`src/sv/cfed_ram.sv`:
```
module cfed_ram #(
    parameter int WIDTH = 16,
    parameter int DEPTH = 64
) (
    input  logic                     clk,
    input  logic                     we,
    input  logic [$clog2(DEPTH)-1:0] waddr,
    input  logic [WIDTH-1:0]         wdata,
    input  logic [$clog2(DEPTH)-1:0] raddr,
    output logic [WIDTH-1:0]         rdata
);

    logic [WIDTH-1:0] mem [DEPTH];

    always_ff @(posedge clk) begin
        if (we) begin
            mem[waddr] <= wdata;
        end
        rdata <= mem[raddr];
    end

endmodule

```
`config.mk`:
```
export PLATFORM = sky130hd
export DESIGN_NAME = cfed_ram
export DESIGN_NICKNAME = d
export VERILOG_FILES = /design/src/sv/cfed_ram.sv
export SDC_FILE = /design/constraint.sdc
export NUM_CORES = 1
export LEC_CHECK = 0
export BUFFER_PORTS_ARGS = -buffer_cell sky130_fd_sc_hd__buf_4
export CAP_MARGIN = 20
export CORE_ASPECT_RATIO = 0.8
export CORE_MARGIN = 3
export CORE_UTILIZATION = 45
export DETAILED_ROUTE_END_ITERATION = 16
export GPL_ROUTABILITY_DRIVEN = 0
export HOLD_SLACK_MARGIN = 0.08
export MAX_ROUTING_LAYER = met4
export PLACE_DENSITY = 0.64
export SLEW_MARGIN = 25
export SYNTH_ARGS = -nofsm -noshare
export SYNTH_HDL_FRONTEND = slang
export SYNTH_SLANG_ARGS = --single-unit
```
`constraint.sdc`:
```
create_clock -name clk -period 4.85 [get_ports clk]
set_input_delay 0.97 -clock clk [delete_from_list [all_inputs] [get_ports clk]]
set_output_delay 0.97 -clock clk [all_outputs]
set_load 0.01 [all_outputs]
```
# ---- Word level (Yosys, flattened, before mapping)
# Memories as Yosys holds them, arrays and structs flattened. A register that Yosys moved wholly into a read port is not among the register bits.
# Cells that the tools add are included.
dict set report word_totals {
  register_bits 0
  ramBits 1024
  inputBits 30
  word_cells 3
  n_memories 1
}
# name words word_bits read_ports rd_clocked_by_memory_dff wr line_no
set mem_list {}
lappend mem_list {mem 64 16 1 1 1 13} ;# logic [WIDTH-1:0] mem [DEPTH];
dict set report op_classes {
  mux 2
}
# op count
set ops {}
lappend ops {{$mux W1} 2}

# ---- Longest topological paths before layout
dict set report logic_depth {
  word_depth 2
  mapped_depth 10
  ltp_nobuf 5
}

# ---- Worst setup path after synthesis
# No wires, ideal clock.
dict set report synth_timing {
  kind {input-to-reg}
  startpoint {input waddr[3]}
  endpoint {memory mem[48][0], enable pin}
  setup_time_ns 0.409
  t_arrival_ns 2.596
  required_ns 4.441
  setup_slack_ns 1.845
  stages 4
  path_buffers 1
  path_cell_list {clkbuf_1 nor2b_1 nand4b_1 nor3_1}
}
# element line_no
set synth_lines {}
lappend synth_lines {{from (decl)} 7} ;# input logic [$clog2(DEPTH)-1:0] waddr,
lappend synth_lines {{to (decl)} 13}
# Straight into the memory's write port.

==> impl_metrics.py <==
metrics = {
    "power": {
        "switching_share_pct": 21.2,
        "powerDensity_nw_per_um2": 406,
        "p_clk_share_pct": 40.3,
        "p_seq_share_pct": 54.5,
        "p_leak_nw": 14.2,
        "switchingPower_w": 0.00389,
        "p_comb_share_pct": 5.1,
        "p_int_w": 0.0144,
        "ir_drop_v": 0.000328,
    },
    "clocking": {
        "cts_buffers": 95,
        "cts.sinks": 1040,
        "h-tree-depth": 3,
        "post_cts_resized": 0,
        "cts_buffer_depth": 3,
        "cts_setup_buffers": 0,
        "clock_latency_ps": 660,
        "root_buffer": "clkbuf_16",
        "clkTransAtPathRegs_ps": 60,
        "cts_hold_buffers": 0,
        "tritoncts": "done",
    },
    "global_route": {
        "grt_pass1_wl_um": 139000,
        "grt_max_degree": 104,
        "groute.usage.overall_pct": 21.5,
        "antenna_found_initial": 10,
        "overflow": 0,
        "grt_pass1_vias": 19300,
    },
    "layout": {
        "final_cells": 3241,
        "fillers": 6933,
        "seqCellArea_um2": 31100,
        "multi_input_area_um2": 8310,
        "syn_to_final_growth_pct": 12.7,
        "fin_nets": 1996,
        "final_core_util_pct": 51.3,
        "drive_above_1_share_pct": 27.1,
    },
    "placement": {
        "dp.cells": 3057,
        "dp_hpwl_um": 56600,
        "numPortBuffers": 45,
    },
    "synthesis": {
        "synth_edf_count": 1024,
        "syn_area_per_cell_um2": 21.9,
        "synth_top_area_share_pct": 76.8,
        "postSynth.asyncResetShare_pct": 0,
        "syn_inst": 1829,
        "syn_area_um2": 40000,
        "yosysUniqueCellTypes": 43,
        "yosys_warnings": 0,
        "ys_ff_latch": 1040,
        "yosys_most_used_dff": "edfxtp_1",
        "yosysTopAreaCell": "edfxtp_1",
        "synth_common_cells": "edfxtp_1, mux4_2, mux2i_1",
        "synth-seq-area-share_pct": 77.6,
        "yosysMostFrequentCell": "edfxtp_1",
        "synth_nets": 1859,
        "synthTopCellsByArea": "edfxtp_1, mux4_2, mux2i_1",
    },
    "detailed_routing": {
        "drc": 0,
        "drt_iter0_drc": 2164,
        "wl_met3_um": 9900,
        "top_layer": "met4",
        "wl_um": 95600,
        "wl_met1_um": 39900,
        "dr_total_vias": 19100,
        "wl_met2_um": 43600,
        "antenna_left": 0,
        "vias_per_cell": 5.88,
        "firstDrtPassIters": 5,
        "wl_per_cell_um": 29.5,
    },
    "min_path": {
        "hp-start": "raddr[5]",
        "hold_path_end": "rdata[9]$_DFF_P_",
        "hold_path.class": "in -> reg",
        "whs_path_depth": 3,
    },
    "die": {
        "core_um2": 87900,
        "die-area_um2": 92600,
        "initial_core_util_pct": 45.6,
        "die_w_um": 340,
        "ios": 46,
        "chipHeight_um": 273,
        "rows": 97,
    },
    "setup_path": {
        "reg2regPathDepth": 5,
        "critPathCaptureType": "register",
        "startpoint_type": "primary input",
        "r2r_end": "rdata[10]$_DFF_P_",
        "worst-path-max-fanout": 59,
        "crit_path_start": "raddr[0]",
        "crit_required_ps": 5390,
        "r2r-start": "mem[31][10]$_DFFE_PP_",
        "crit_arrival_ps": 3790,
        "path_class": "in -> reg",
        "ff2ff_setup_slack_ps": 2570,
    },
    "sta": {
        "max-slew-margin-rel_pct": 32.9,
        "hold_viol_final": 0,
        "finalSetupViolCount": 0,
        "fin_skew_ps": 25.7,
        "worst_pin_slew_ps": 1010,
        "rsz0062_at_grt": "no",
        "fin_setup_tns_ps": 0,
        "fin_crit_ps": 3250,
        "fin_crit_sh_pct": 67.0,
        "max_freq_ghz": 0.308,
        "slew_viol_final": 0,
    },
    "job": {
        "cap_violations": 0,
    },
    "run_status": {
        "status": "complete, no violations",
    },
}
[power groups by stage]
stage          Clock [W]  Sequential [W]  Combinational [W]
6_report         0.00739         0.00999           0.000940
5_1_grt          0.00789         0.00999           0.000997
4_1_cts          0.00751         0.00999           0.000944
3_5_place_dp           0          0.0102           0.000944
3_3_place_gp           0          0.0102           0.000925
2_1_floorplan          0          0.0102           0.000515
[per-layer routing]
layer,global-route usage [%],up-vias
met1,29.5,10200
met5,-,-
met4,5.81,0
met2,31.4,796
met3,6.53,135
li1,-,7967
[worst max-delay path: stages]
cell     delay [ps]
buf_8           560
buf_12          290
buf_12          200
buf_4           230
mux4_2          510
nand2_1          80
nand4_1         470
and4_1          420
[registers in the layout, indices dropped and copies added, names as in the netlist]
| signal | flops |
|---|---|
| mem | 1024 |
| rdata | 16 |
[layout make-up]
type                       count  share of cell area (%)
antenna                        7                  0.0388
clock buffer                 123                    5.62
clock inverter                54                    1.17
multi-input combinational    685                    18.4
sequential                  1040                    68.9
tap                         1188                    3.29
timing repair buffer         144                    2.60
[layout by cell type (no fill, tap or decap), drive strengths merged]
cell type,instances
a211o,8
a211oi,8
a21oi,17
a221o,6
a221oi,16
a22o,6
a22oi,39
a311oi,8
a31oi,8
a41oi,5
and2,2
and4,5
buf,144
bufinv,8
clkbuf,123
clkinv,37
clkinvlp,6
dfxtp,16
diode,7
edfxtp,1024
inv,3
mux2,27
mux2i,85
mux4,224
nand2,60
nand2b,3
nand3,24
nand3b,2
nand4,12
nand4b,1
nor2,74
nor2b,30
nor3,2
nor4,3
o21ai,8
or3,1
or3b,1
[worst max path at each step]
stage                            to  cells after the start
2_1_floorplan  mem[48][0]$_DFFE_PP_                      4
3_3_place_gp      rdata[15]$_DFF_P_                      7
3_5_place_dp      rdata[15]$_DFF_P_                      7
4_1_cts           rdata[15]$_DFF_P_                      7
5_1_grt            rdata[4]$_DFF_P_                      8
6_report          rdata[10]$_DFF_P_                      8
[through the flow]
| step | setup slack, ps | hold slack (ps) | power (W) | cell area (um2) |
|---|---|---|---|---|
| 3_5_place_dp | 869 | 846 | 0.0111 | 42000 |
| 3_3_place_gp | 904 | 841 | 0.0111 | 42000 |
| 2_1_floorplan | 1850 | 750 | 0.0107 | 40000 |
| 5_1_grt | 1440 | 749 | 0.0189 | 45100 |
| 6_report | 1600 | 776 | 0.0183 | 45100 |
| 4_1_cts | 1550 | 719 | 0.0184 | 45100 |
[cells by family (layout without fill, tap and decap cells)]
family,Yosys count,after routing,share of synthesized area [%]
mux,336,336,15.5
flops,1040,1040,77.6
simple gates,220,220,2.65
buf+inv,104,321,1.83
other cells,0,7,0
compound gates,129,129,2.41
No activity file was read; power rests on OpenSTA's default activity.
